==> config.mk <==
export PLATFORM = sky130hd
export DESIGN_NAME = wmbus_format_a_deframer_core
export DESIGN_NICKNAME = d
export VERILOG_FILES = /design/src/rtl/wmfa_pkg.sv /design/src/rtl/wmfa_cfg_regs.sv /design/src/rtl/wmfa_parser.sv /design/src/rtl/wmfa_out_buf.sv /design/src/rtl/wmbus_format_a_deframer_core.sv
export SDC_FILE = /design/constraint.sdc
export NUM_CORES = 1
export LEC_CHECK = 0
export BUFFER_PORTS_ARGS = -buffer_cell sky130_fd_sc_hd__buf_2
export CAP_MARGIN = 20
export CORE_ASPECT_RATIO = 1.25
export CORE_MARGIN = 2
export CORE_UTILIZATION = 35
export DETAILED_ROUTE_END_ITERATION = 16
export GPL_TIMING_DRIVEN = 0
export PLACE_DENSITY = 0.6
export SETUP_SLACK_MARGIN = 0.05
export SYNTH_ARGS = -nofsm -noshare
export SYNTH_HDL_FRONTEND = slang
export SYNTH_HIERARCHICAL = 1
export SYNTH_SLANG_ARGS = --single-unit
==> constraint.sdc <==
create_clock -name clk -period 7.6 [get_ports clk]
set_input_delay 0.76 -clock clk [delete_from_list [all_inputs] [get_ports clk]]
set_output_delay 0.76 -clock clk [all_outputs]
set_load 0.005 [all_outputs]
==> src/rtl/wmfa_pkg.sv <==
// Shared types, constants and the CRC-16 byte update for the format A deframer.
package wmfa_pkg;

  localparam logic [7:0]  SYNC_FIRST       = 8'h54;
  localparam logic [7:0]  SYNC_SECOND      = 8'hCD;
  localparam logic [15:0] CRC_POLY         = 16'h3D65;
  localparam logic [7:0]  FIRST_BLOCK_REST = 8'd9;
  localparam logic [7:0]  FULL_BLOCK       = 8'd16;
  localparam logic [7:0]  MIN_LENGTH_RST   = 8'd9;
  localparam logic [7:0]  MAX_LENGTH_RST   = 8'd200;

  localparam int unsigned ADDR_W = 3;
  localparam logic [ADDR_W-1:0] ADDR_MIN_LENGTH = 3'd0;
  localparam logic [ADDR_W-1:0] ADDR_MAX_LENGTH = 3'd4;

  typedef enum logic [2:0] {
    ST_OK         = 3'd0,
    ST_BAD_SYNC   = 3'd1,
    ST_BAD_LENGTH = 3'd2,
    ST_CRC_ERROR  = 3'd3,
    ST_ABORTED    = 3'd4
  } status_t;

  typedef enum logic [1:0] {
    PH_IDLE   = 2'd0,
    PH_SYNC2  = 2'd1,
    PH_LENGTH = 2'd2,
    PH_FRAME  = 2'd3
  } phase_t;

  typedef enum logic [1:0] {
    CF_DATA = 2'd0,
    CF_HIGH = 2'd1,
    CF_LOW  = 2'd2
  } crc_field_t;

  typedef struct packed {
    logic       valid;
    logic [7:0] data;
    logic       last;
    status_t    status;
  } result_t;

  typedef struct packed {
    logic [7:0] min_length;
    logic [7:0] max_length;
  } limits_t;

  function automatic logic [15:0] crc_update(input logic [15:0] crc, input logic [7:0] b);
    logic [15:0] c;
    c = crc ^ {b, 8'h00};
    for (int i = 0; i < 8; i++) begin
      if (c[15]) begin
        c = {c[14:0], 1'b0} ^ CRC_POLY;
      end else begin
        c = {c[14:0], 1'b0};
      end
    end
    return c;
  endfunction

endpackage

==> src/rtl/wmfa_cfg_regs.sv <==
// Configuration register file holding the accepted length limits.
module wmfa_cfg_regs import wmfa_pkg::*; (
  input  logic              clk,
  input  logic              rst,
  input  logic              psel,
  input  logic              penable,
  input  logic              pwrite,
  input  logic [ADDR_W-1:0] paddr,
  input  logic [31:0]       pwdata,
  output logic [31:0]       prdata,
  output logic              pready,
  output limits_t           limits
);

  logic [7:0] min_length;
  logic [7:0] max_length;
  logic       wr_en;

  assign pready = 1'b1;
  assign wr_en  = psel && penable && pwrite;

  always_ff @(posedge clk) begin
    if (rst) begin
      min_length <= MIN_LENGTH_RST;
      max_length <= MAX_LENGTH_RST;
    end else if (wr_en) begin
      case (paddr)
        ADDR_MIN_LENGTH: min_length <= pwdata[7:0];
        ADDR_MAX_LENGTH: max_length <= pwdata[7:0];
        default: ;
      endcase
    end
  end

  always_comb begin
    case (paddr)
      ADDR_MIN_LENGTH: prdata = {24'd0, min_length};
      ADDR_MAX_LENGTH: prdata = {24'd0, max_length};
      default:         prdata = 32'd0;
    endcase
  end

  assign limits.min_length = min_length;
  assign limits.max_length = max_length;

endmodule

==> src/rtl/wmfa_parser.sv <==
// Frame parser: sync hunt, length check, block tracking and CRC check per beat.
module wmfa_parser import wmfa_pkg::*; (
  input  logic       clk,
  input  logic       rst,
  input  logic       accept,
  input  logic [7:0] rx_byte,
  input  logic       restart,
  input  limits_t    limits,
  output result_t    result
);

  phase_t      phase, phase_next;
  logic [4:0]  block_bytes_left, block_bytes_left_next;
  logic [7:0]  data_bytes_left, data_bytes_left_next;
  crc_field_t  crc_field_phase, crc_field_phase_next;
  logic [15:0] running_crc, running_crc_next;
  logic [7:0]  crc_high_byte, crc_high_byte_next;
  logic        frame_error, frame_error_next;

  logic [15:0] crc_step;
  logic [4:0]  blk_dec;
  logic        crc_bad;
  logic [4:0]  next_size;

  assign crc_step  = crc_update(running_crc, rx_byte);
  assign blk_dec   = (block_bytes_left != 5'd0) ? block_bytes_left - 5'd1 : 5'd0;
  assign crc_bad   = {crc_high_byte, rx_byte} != ~running_crc;
  assign next_size = (data_bytes_left > FULL_BLOCK) ? FULL_BLOCK[4:0] : data_bytes_left[4:0];

  always_ff @(posedge clk) begin
    if (rst) begin
      phase            <= PH_IDLE;
      block_bytes_left <= 5'd0;
      data_bytes_left  <= 8'd0;
      crc_field_phase  <= CF_DATA;
      running_crc      <= 16'd0;
      crc_high_byte    <= 8'd0;
      frame_error      <= 1'b0;
    end else if (accept) begin
      phase            <= phase_next;
      block_bytes_left <= block_bytes_left_next;
      data_bytes_left  <= data_bytes_left_next;
      crc_field_phase  <= crc_field_phase_next;
      running_crc      <= running_crc_next;
      crc_high_byte    <= crc_high_byte_next;
      frame_error      <= frame_error_next;
    end
  end

  always_comb begin
    phase_next            = phase;
    block_bytes_left_next = block_bytes_left;
    data_bytes_left_next  = data_bytes_left;
    crc_field_phase_next  = crc_field_phase;
    running_crc_next      = running_crc;
    crc_high_byte_next    = crc_high_byte;
    frame_error_next      = frame_error;
    result.valid          = 1'b0;
    result.data           = 8'd0;
    result.last           = 1'b0;
    result.status         = ST_OK;

    if (restart) begin
      if (phase != PH_IDLE) begin
        phase_next            = PH_IDLE;
        block_bytes_left_next = 5'd0;
        data_bytes_left_next  = 8'd0;
        crc_field_phase_next  = CF_DATA;
        running_crc_next      = 16'd0;
        crc_high_byte_next    = 8'd0;
        frame_error_next      = 1'b0;
        result.valid          = 1'b1;
        result.last           = 1'b1;
        result.status         = ST_ABORTED;
      end
    end else begin
      case (phase)
        PH_IDLE: begin
          if (rx_byte == SYNC_FIRST) begin
            phase_next = PH_SYNC2;
          end else begin
            result.valid  = 1'b1;
            result.last   = 1'b1;
            result.status = ST_BAD_SYNC;
          end
        end
        PH_SYNC2: begin
          if (rx_byte == SYNC_SECOND) begin
            phase_next = PH_LENGTH;
          end else begin
            phase_next    = PH_IDLE;
            result.valid  = 1'b1;
            result.last   = 1'b1;
            result.status = ST_BAD_SYNC;
          end
        end
        PH_LENGTH: begin
          if (rx_byte < FIRST_BLOCK_REST || rx_byte < limits.min_length ||
              rx_byte > limits.max_length) begin
            phase_next    = PH_IDLE;
            result.valid  = 1'b1;
            result.last   = 1'b1;
            result.status = ST_BAD_LENGTH;
          end else begin
            phase_next            = PH_FRAME;
            data_bytes_left_next  = rx_byte - FIRST_BLOCK_REST;
            block_bytes_left_next = FIRST_BLOCK_REST[4:0];
            crc_field_phase_next  = CF_DATA;
            running_crc_next      = crc_update(16'd0, rx_byte);
            frame_error_next      = 1'b0;
            result.valid          = 1'b1;
            result.data           = rx_byte;
          end
        end
        PH_FRAME: begin
          case (crc_field_phase)
            CF_DATA: begin
              running_crc_next      = crc_step;
              block_bytes_left_next = blk_dec;
              if (blk_dec == 5'd0) begin
                crc_field_phase_next = CF_HIGH;
              end
              if (!frame_error) begin
                result.valid = 1'b1;
                result.data  = rx_byte;
              end
            end
            CF_HIGH: begin
              crc_high_byte_next   = rx_byte;
              crc_field_phase_next = CF_LOW;
            end
            default: begin
              if (data_bytes_left == 8'd0) begin
                phase_next            = PH_IDLE;
                block_bytes_left_next = 5'd0;
                crc_field_phase_next  = CF_DATA;
                running_crc_next      = 16'd0;
                crc_high_byte_next    = 8'd0;
                frame_error_next      = 1'b0;
                result.valid          = 1'b1;
                result.last           = 1'b1;
                result.status         = (frame_error || crc_bad) ? ST_CRC_ERROR : ST_OK;
              end else begin
                frame_error_next      = frame_error || crc_bad;
                data_bytes_left_next  = data_bytes_left - {3'd0, next_size};
                block_bytes_left_next = next_size;
                running_crc_next      = 16'd0;
                crc_field_phase_next  = CF_DATA;
              end
            end
          endcase
        end
        default: ;
      endcase
    end
  end

endmodule

==> src/rtl/wmfa_out_buf.sv <==
// Output register and skid stage; a full skid stage holds off input during a stall.
module wmfa_out_buf import wmfa_pkg::*; (
  input  logic    clk,
  input  logic    rst,
  input  result_t result,
  output logic    in_ready,
  output logic    out_valid,
  input  logic    out_ready,
  output result_t out_item
);

  result_t main_item;
  result_t skid_item;
  logic    main_valid;
  logic    skid_valid;

  assign in_ready  = !skid_valid;
  assign out_valid = main_valid;
  assign out_item  = main_item;

  always_ff @(posedge clk) begin
    if (rst) begin
      main_valid <= 1'b0;
      skid_valid <= 1'b0;
    end else if (!main_valid || out_ready) begin
      if (skid_valid) begin
        main_valid <= 1'b1;
        skid_valid <= 1'b0;
      end else begin
        main_valid <= result.valid;
      end
    end else if (result.valid) begin
      skid_valid <= 1'b1;
    end
  end

  always_ff @(posedge clk) begin
    if (!main_valid || out_ready) begin
      main_item <= skid_valid ? skid_item : result;
    end else if (result.valid && !skid_valid) begin
      skid_item <= result;
    end
  end

endmodule

==> src/rtl/wmbus_format_a_deframer_core.sv <==
// Wireless M-Bus format A deframer with per-block CRC-16 check.
// Each result is combinational from its input beat and registered in the output buffer.
// Throughput: one input beat per cycle; a two-deep output buffer absorbs stalls until full.
// Reset: synchronous rst returns the parser to sync hunt, empties the output buffer and
// restores min_length to 9 and max_length to 200.
module wmbus_format_a_deframer_core import wmfa_pkg::*; (
  input  logic              clk,
  input  logic              rst,
  input  logic              s_tvalid,
  output logic              s_tready,
  input  logic [7:0]        s_tdata,   // [7:0] rx_byte
  input  logic              s_tuser,   // [0] restart
  output logic              m_tvalid,
  input  logic              m_tready,
  output logic [7:0]        m_tdata,   // [7:0] out_byte
  output logic              m_tlast,
  output logic [2:0]        m_tuser,   // [2:0] status
  input  logic              psel,
  input  logic              penable,
  input  logic              pwrite,
  input  logic [ADDR_W-1:0] paddr,
  input  logic [31:0]       pwdata,
  output logic [31:0]       prdata,
  output logic              pready
);

  limits_t limits;
  result_t result;
  result_t out_item;
  logic    accept;

  assign accept = s_tvalid && s_tready;

  wmfa_cfg_regs u_cfg (
    .clk     (clk),
    .rst     (rst),
    .psel    (psel),
    .penable (penable),
    .pwrite  (pwrite),
    .paddr   (paddr),
    .pwdata  (pwdata),
    .prdata  (prdata),
    .pready  (pready),
    .limits  (limits)
  );

  result_t parser_result;

  wmfa_parser u_parser (
    .clk     (clk),
    .rst     (rst),
    .accept  (accept),
    .rx_byte (s_tdata),
    .restart (s_tuser),
    .limits  (limits),
    .result  (parser_result)
  );

  always_comb begin
    result       = parser_result;
    result.valid = parser_result.valid && accept;
  end

  wmfa_out_buf u_out (
    .clk       (clk),
    .rst       (rst),
    .result    (result),
    .in_ready  (s_tready),
    .out_valid (m_tvalid),
    .out_ready (m_tready),
    .out_item  (out_item)
  );

  assign m_tdata = out_item.data;
  assign m_tlast = out_item.last;
  assign m_tuser = out_item.status;

  a_end_no_data: assert property (@(posedge clk) disable iff (rst)
    (m_tvalid && m_tlast) |-> (m_tdata == 8'd0))
    else $error("Frame end beat carries a non-zero byte.");

  a_data_ok: assert property (@(posedge clk) disable iff (rst)
    (m_tvalid && !m_tlast) |-> (m_tuser == ST_OK))
    else $error("Payload beat carries a non-ok status.");

  a_stall_shown: assert property (@(posedge clk) disable iff (rst)
    !s_tready |-> m_tvalid)
    else $error("Input held off while no result is offered.");

endmodule

## Word level (Yosys, flattened, before mapping)

Index checks and enable logic that the tools add are counted.

| storage, ports and cells | value |
|---|---|
| bits in registers | 84 |
| latch bits | 0 |
| memory bits (writable) | 0 |
| ROM bits | 0 |
| input port bits | 51 |
| output and inout port bits | 47 |
| logic and storage cells | 195 |
| memories kept | 0 |

| operators by class | value |
|---|---|
| $add $sub $neg | 3 |
| multipliers | 0 |
| div/mod/pow operators | 0 |
| $lt $le $gt $ge | 4 |
| equal/unequal tests | 17 |
| shift operators | 0 |
| muxes and demuxes | 103 |
| bitwise operators | 19 |
| reduce and logical (&&, ||, !) cells | 32 |

Operators by type and width:

| operator | count |
|---|---|
| $mux 16 | 24 |
| $mux 14 | 16 |
| $not 9->9 | 16 |
| $mux 8 | 11 |
| $pmux 16 s2 | 2 |
| $pmux 8 s2 | 4 |
| $mux 5 | 6 |
| $mux 4 | 7 |
| $reduce_and 5->1 | 5 |
| $mux 2 | 11 |
| $pmux 5 s2 | 2 |
| $ne 16x16->1 | 1 |
| $not 16->16 | 1 |
| $pmux 4 s4 | 1 |
| $xor 16x16->16 | 1 |
| $mux 12 | 1 |
| $ne 3x3->1 const B | 4 |
| $mux 1 | 11 |
| $mux 9 | 1 |
| $eq 8x7->1 const B | 1 |
| $eq 8x8->1 const B | 1 |
| $gt 8x5->1 const B | 1 |
| $gt 8x8->1 | 1 |
| $logic_not 8->1 | 1 |
| 29 further kinds | 48 |

## Longest topological paths before layout

| depth | value |
|---|---|
| word-level depth | 41 |
| depth in mapped cells | 11 |
| gate-level depth less buffers | 10 |

## Hierarchy

Netlist, hierarchy kept.

Modules (own cells, without submodules):

| module | times used | cells each | area an instance (um^2) | seq. area each (um^2) |
|---|---|---|---|---|
| wmfa_parser | 1 | 530 | 4166.5 | 840.8 |
| wmfa_out_buf | 1 | 51 | 1057.3 | 820.8 |
| wmfa_cfg_regs | 1 | 115 | 1036.0 | 320.3 |
| wmbus_format_a_deframer_core | 1 | 2 | 12.5 | 0.0 |

## Least setup slack after synthesis

Ideal clock, no wire load.

| timing path | value |
|---|---|
| path kind | in2reg |
| from | in s_tdata[3] |
| to | reg u_out/skid_item[0] in the netlist's numbering, enable pin |
| setup time | 382 ps |
| arrival | 2644 ps |
| data required time | 7218 ps |
| slack | 4573 ps |
| stages | 9 |
| buffers on the path | 2 |
| cells stage by stage | buf_2 > buf_1 > and4b_1 > nand3_1 > nand2b_1 > a21oi_1 > and3_1 > nand2b_2 > nor2_1 |

RTL lines:

| element | RTL line | source |
|---|---|---|
| start: declaration | wmbus_format_a_deframer_core.sv:11 | `input logic [7:0] s_tdata,` |
| end signal: assignment | wmfa_out_buf.sv:41 | `skid_item <= result;` |
| end: declaration | wmfa_out_buf.sv:13 | `result_t skid_item;` |

==> impl_summary.log <==
[metrics] outcome: completed
[metrics] wire length of the first global-routing pass: 26,700 um
[metrics] maximum ir drop on the vdd rail: 0.0000990 V
[metrics] fraction of layout cells with a size suffix above 1: between 15 and 20%
[metrics] arrival time reported for the critical path endpoint: about 3500 ps
[metrics] via density per instance: 5.11
[metrics] clock edge transition at the registers on the reported setup and hold paths: 60 ps
[metrics] total via count in the routed design: 5,144
[metrics] Hold/Removal Path Class: flip-flop to flip-flop
[metrics] grt total ovfl: 0
[metrics] unrepaired setup endpoints after global routing: false
[metrics] standard-cell rows: 54
[metrics] total number of yosys warnings: 6
[metrics] Antenna Violating Nets Remaining: 0
[metrics] library cell used as clock root buffer: clkbuf_16
[metrics] final routed wire length divided by cell count: 16.5 um
[metrics] Sum Neg Setup Slack: 0 ps
[metrics] Worst Path Class, Setup: flip-flop to flip-flop
[metrics] total global-route track usage: 18.4%
[metrics] Pleak: 2.91 nW
[metrics] routability-driven placement congestion ratio: 0.893
[metrics] final number of hold-violating endpoints: 0
[metrics] clk buf depth: 2
[metrics] worst reg2reg setup slack: between 4000 and 5000 ps
[metrics] M1 WL: between 7000 and 8000 um
[metrics] input/output buffers: 48
[metrics] Clock Skew: ~6.6 ps
[metrics] largest driver fanout on the critical path: 12
[metrics] minimum setup slack in the final design: 4090 ps
[metrics] max-cap viol count: 0
[metrics] largest net degree at the start of global routing: 16
[metrics] 1st-iter DRT viols: 248
[metrics] HPWL after detailed placement: 12,700 um
[metrics] power density over the cells: roughly 150 nW/um^2
[metrics] number of global-route vias before repair: 5,101
[metrics] Syn Inst Count: 694
[metrics] highest routing layer actually used: met4
[metrics] critical path cell sequence: clkbuf_1, nor4_2, nand3_1, mux2i_1, nor4b_1, a21oi_1, and3_1, nand2b_2, nor2_1
[metrics] Fmax achieved: 285 MHz
[metrics] Buf+Inv Stages, Crit Path: 1
[metrics] fin area: 7080 um^2
[metrics] iteration count of the initial detailed-routing pass: 6
[metrics] source-to-sink clock delay at the later pin of the worst-skew pair: 350 ps
[metrics] transition at the pin with the smallest max-transition slack: between 1000 and 1500 ps
[metrics] post-route fraction of the period consumed by the critical path: 46.2%
[metrics] Layout Area Growth over Synthesis: 14.1%
[metrics] remaining max-slew budget at the tightest pin: 30.3%
[metrics] level count of the clock H-tree: 3
[metrics] slowest stage cell, crit path: nor2_1
[metrics] height of the chip: 153 um
[metrics] placed standard-cell area: 6820 um^2
[metrics] worst setup slack after placement: 3880 ps
[metrics] # DRC: 0
[metrics] average instance area after synthesis: 8.94 um^2
[metrics] Post CTS Setup Buffer Count: 0
[metrics] number of diodes: 0
[metrics] top-level port count: just under 100
[metrics] routed wl met3: 627 um
[metrics] WHS: 478 ps
[metrics] cell area after synthesis: 6200 um^2
[metrics] worst path required time: between 7000 and 8000 ps
[metrics] number of buffers added by the clock tree synthesis step: 9
[metrics] met2 routed WL: 8130 um
[metrics] critical path endpoint category: flip-flop
[metrics] total of cells resized after clock tree synthesis: 0
[metrics] number of antenna violations at the first check in global routing: 0
[metrics] core outline area: 17,400 um^2
[metrics] initial core utilization: 35.6%
[metrics] TritonCTS Sinks: 84
[metrics] Finished Core Util: approximately two fifths
[metrics] Die Span X: 123 um
[metrics] setup-violating endpoint count in the final report: 0
[metrics] NumNets Final: ~850
[metrics] highest cell delay on the worst timing path: 780 ps
[metrics] overall die area: 18,800 um^2
[metrics] Worst setup SP type: flip-flop
[metrics] hold buffer count at CTS: 0
[metrics] category of cells accounting for the largest share of critical-path delay: simple AND/OR/NAND/NOR gates
[metrics] final-report max-slew violation count: 0
[metrics] detailed-route wire length: 16,600 um
[metrics] TritonCTS clock tree: done
[metrics] crit path time final: 3510 ps
[where the power goes]
part           internal [mW]  leakage (nW)  switching (mW)
combinational         0.0953          2.05           0.126
sequential             0.463         0.750         0.00134
clock                  0.219         0.117           0.186
[flip-flops by register name (all words and copies together), names as in the netlist]
register / cells
u_parser/crc_field_phase: 2
u_out/out_valid: 1
u_parser/running_crc: 16
u_out/skid_item: 12
u_parser/crc_high_byte: 8
u_cfg/min_length: 8
u_parser/data_bytes_left: 8
u_cfg/max_length: 8
u_parser/frame_error: 1
u_parser/block_bytes_left: 5
u_parser/phase: 2
u_out/skid_valid: 1
u_out/out_item: 12
[tightest hold or removal path, cell delays in order, from the launching register on]
cell	delay [ps]
dfxtp_1	320
nand2_1	60
mux2i_1	60
[cell usage in the layout, fill, tap and decap left out, types with 25 or more instances in the layout]
master    instances
xnor2_1          68
buf_2            60
dfxtp_1          60
nor2_1           48
nand2_1          47
mux2i_1          38
nand2b_1         31
a21oi_1          31
xor2_1           30
inv_1            29
buf_4            28
conb_1           27
ha_1             25
[metal layers]
| layer | GRT usage (%) | vias to the layer above |
|---|---|---|
| met1 | 22.2 | 2423 |
| met3 | 2.69 | 49 |
| li1 | - | 2525 |
| met4 | 10.5 | 0 |
| met5 | 0 | - |
| met2 | 30.8 | 147 |
[final cells by class]
type | count | area [um^2]
Buffer | 64 | 388
Clock buffer | 11 | 233
Clock inverter | 5 | 30.0
Fill cell | 1800 | 10300
Inverter | 30 | 113
Multi-Input combinational cell | 539 | 3870
Sequential cell | 84 | 1920
Tap cell | 224 | 280
Timing Repair Buffer | 49 | 248
[path summary, 6_finish.rpt]
path / startpoint / cells after the start / end
setup / recovery: u_parser/data_bytes_left[4] / 9 / u_out/skid_item[8]
setup reg to reg: u_parser/data_bytes_left[4] / 9 / u_out/skid_item[8]
hold reg to reg: u_parser/crc_high_byte[3] / 2 / u_parser/crc_high_byte[3]
hold / removal: u_parser/crc_high_byte[3] / 2 / u_parser/crc_high_byte[3]
[metrics by stage]
step	total power [mW]	cells
2_1_floorplan	0.638	717
5_1_grt	1.13	1006
4_1_cts	1.10	1006
3_3_place_gp	0.691	989
3_5_place_dp	0.692	990
6_report	1.09	1006
Power figures use the tool's default switching activity.
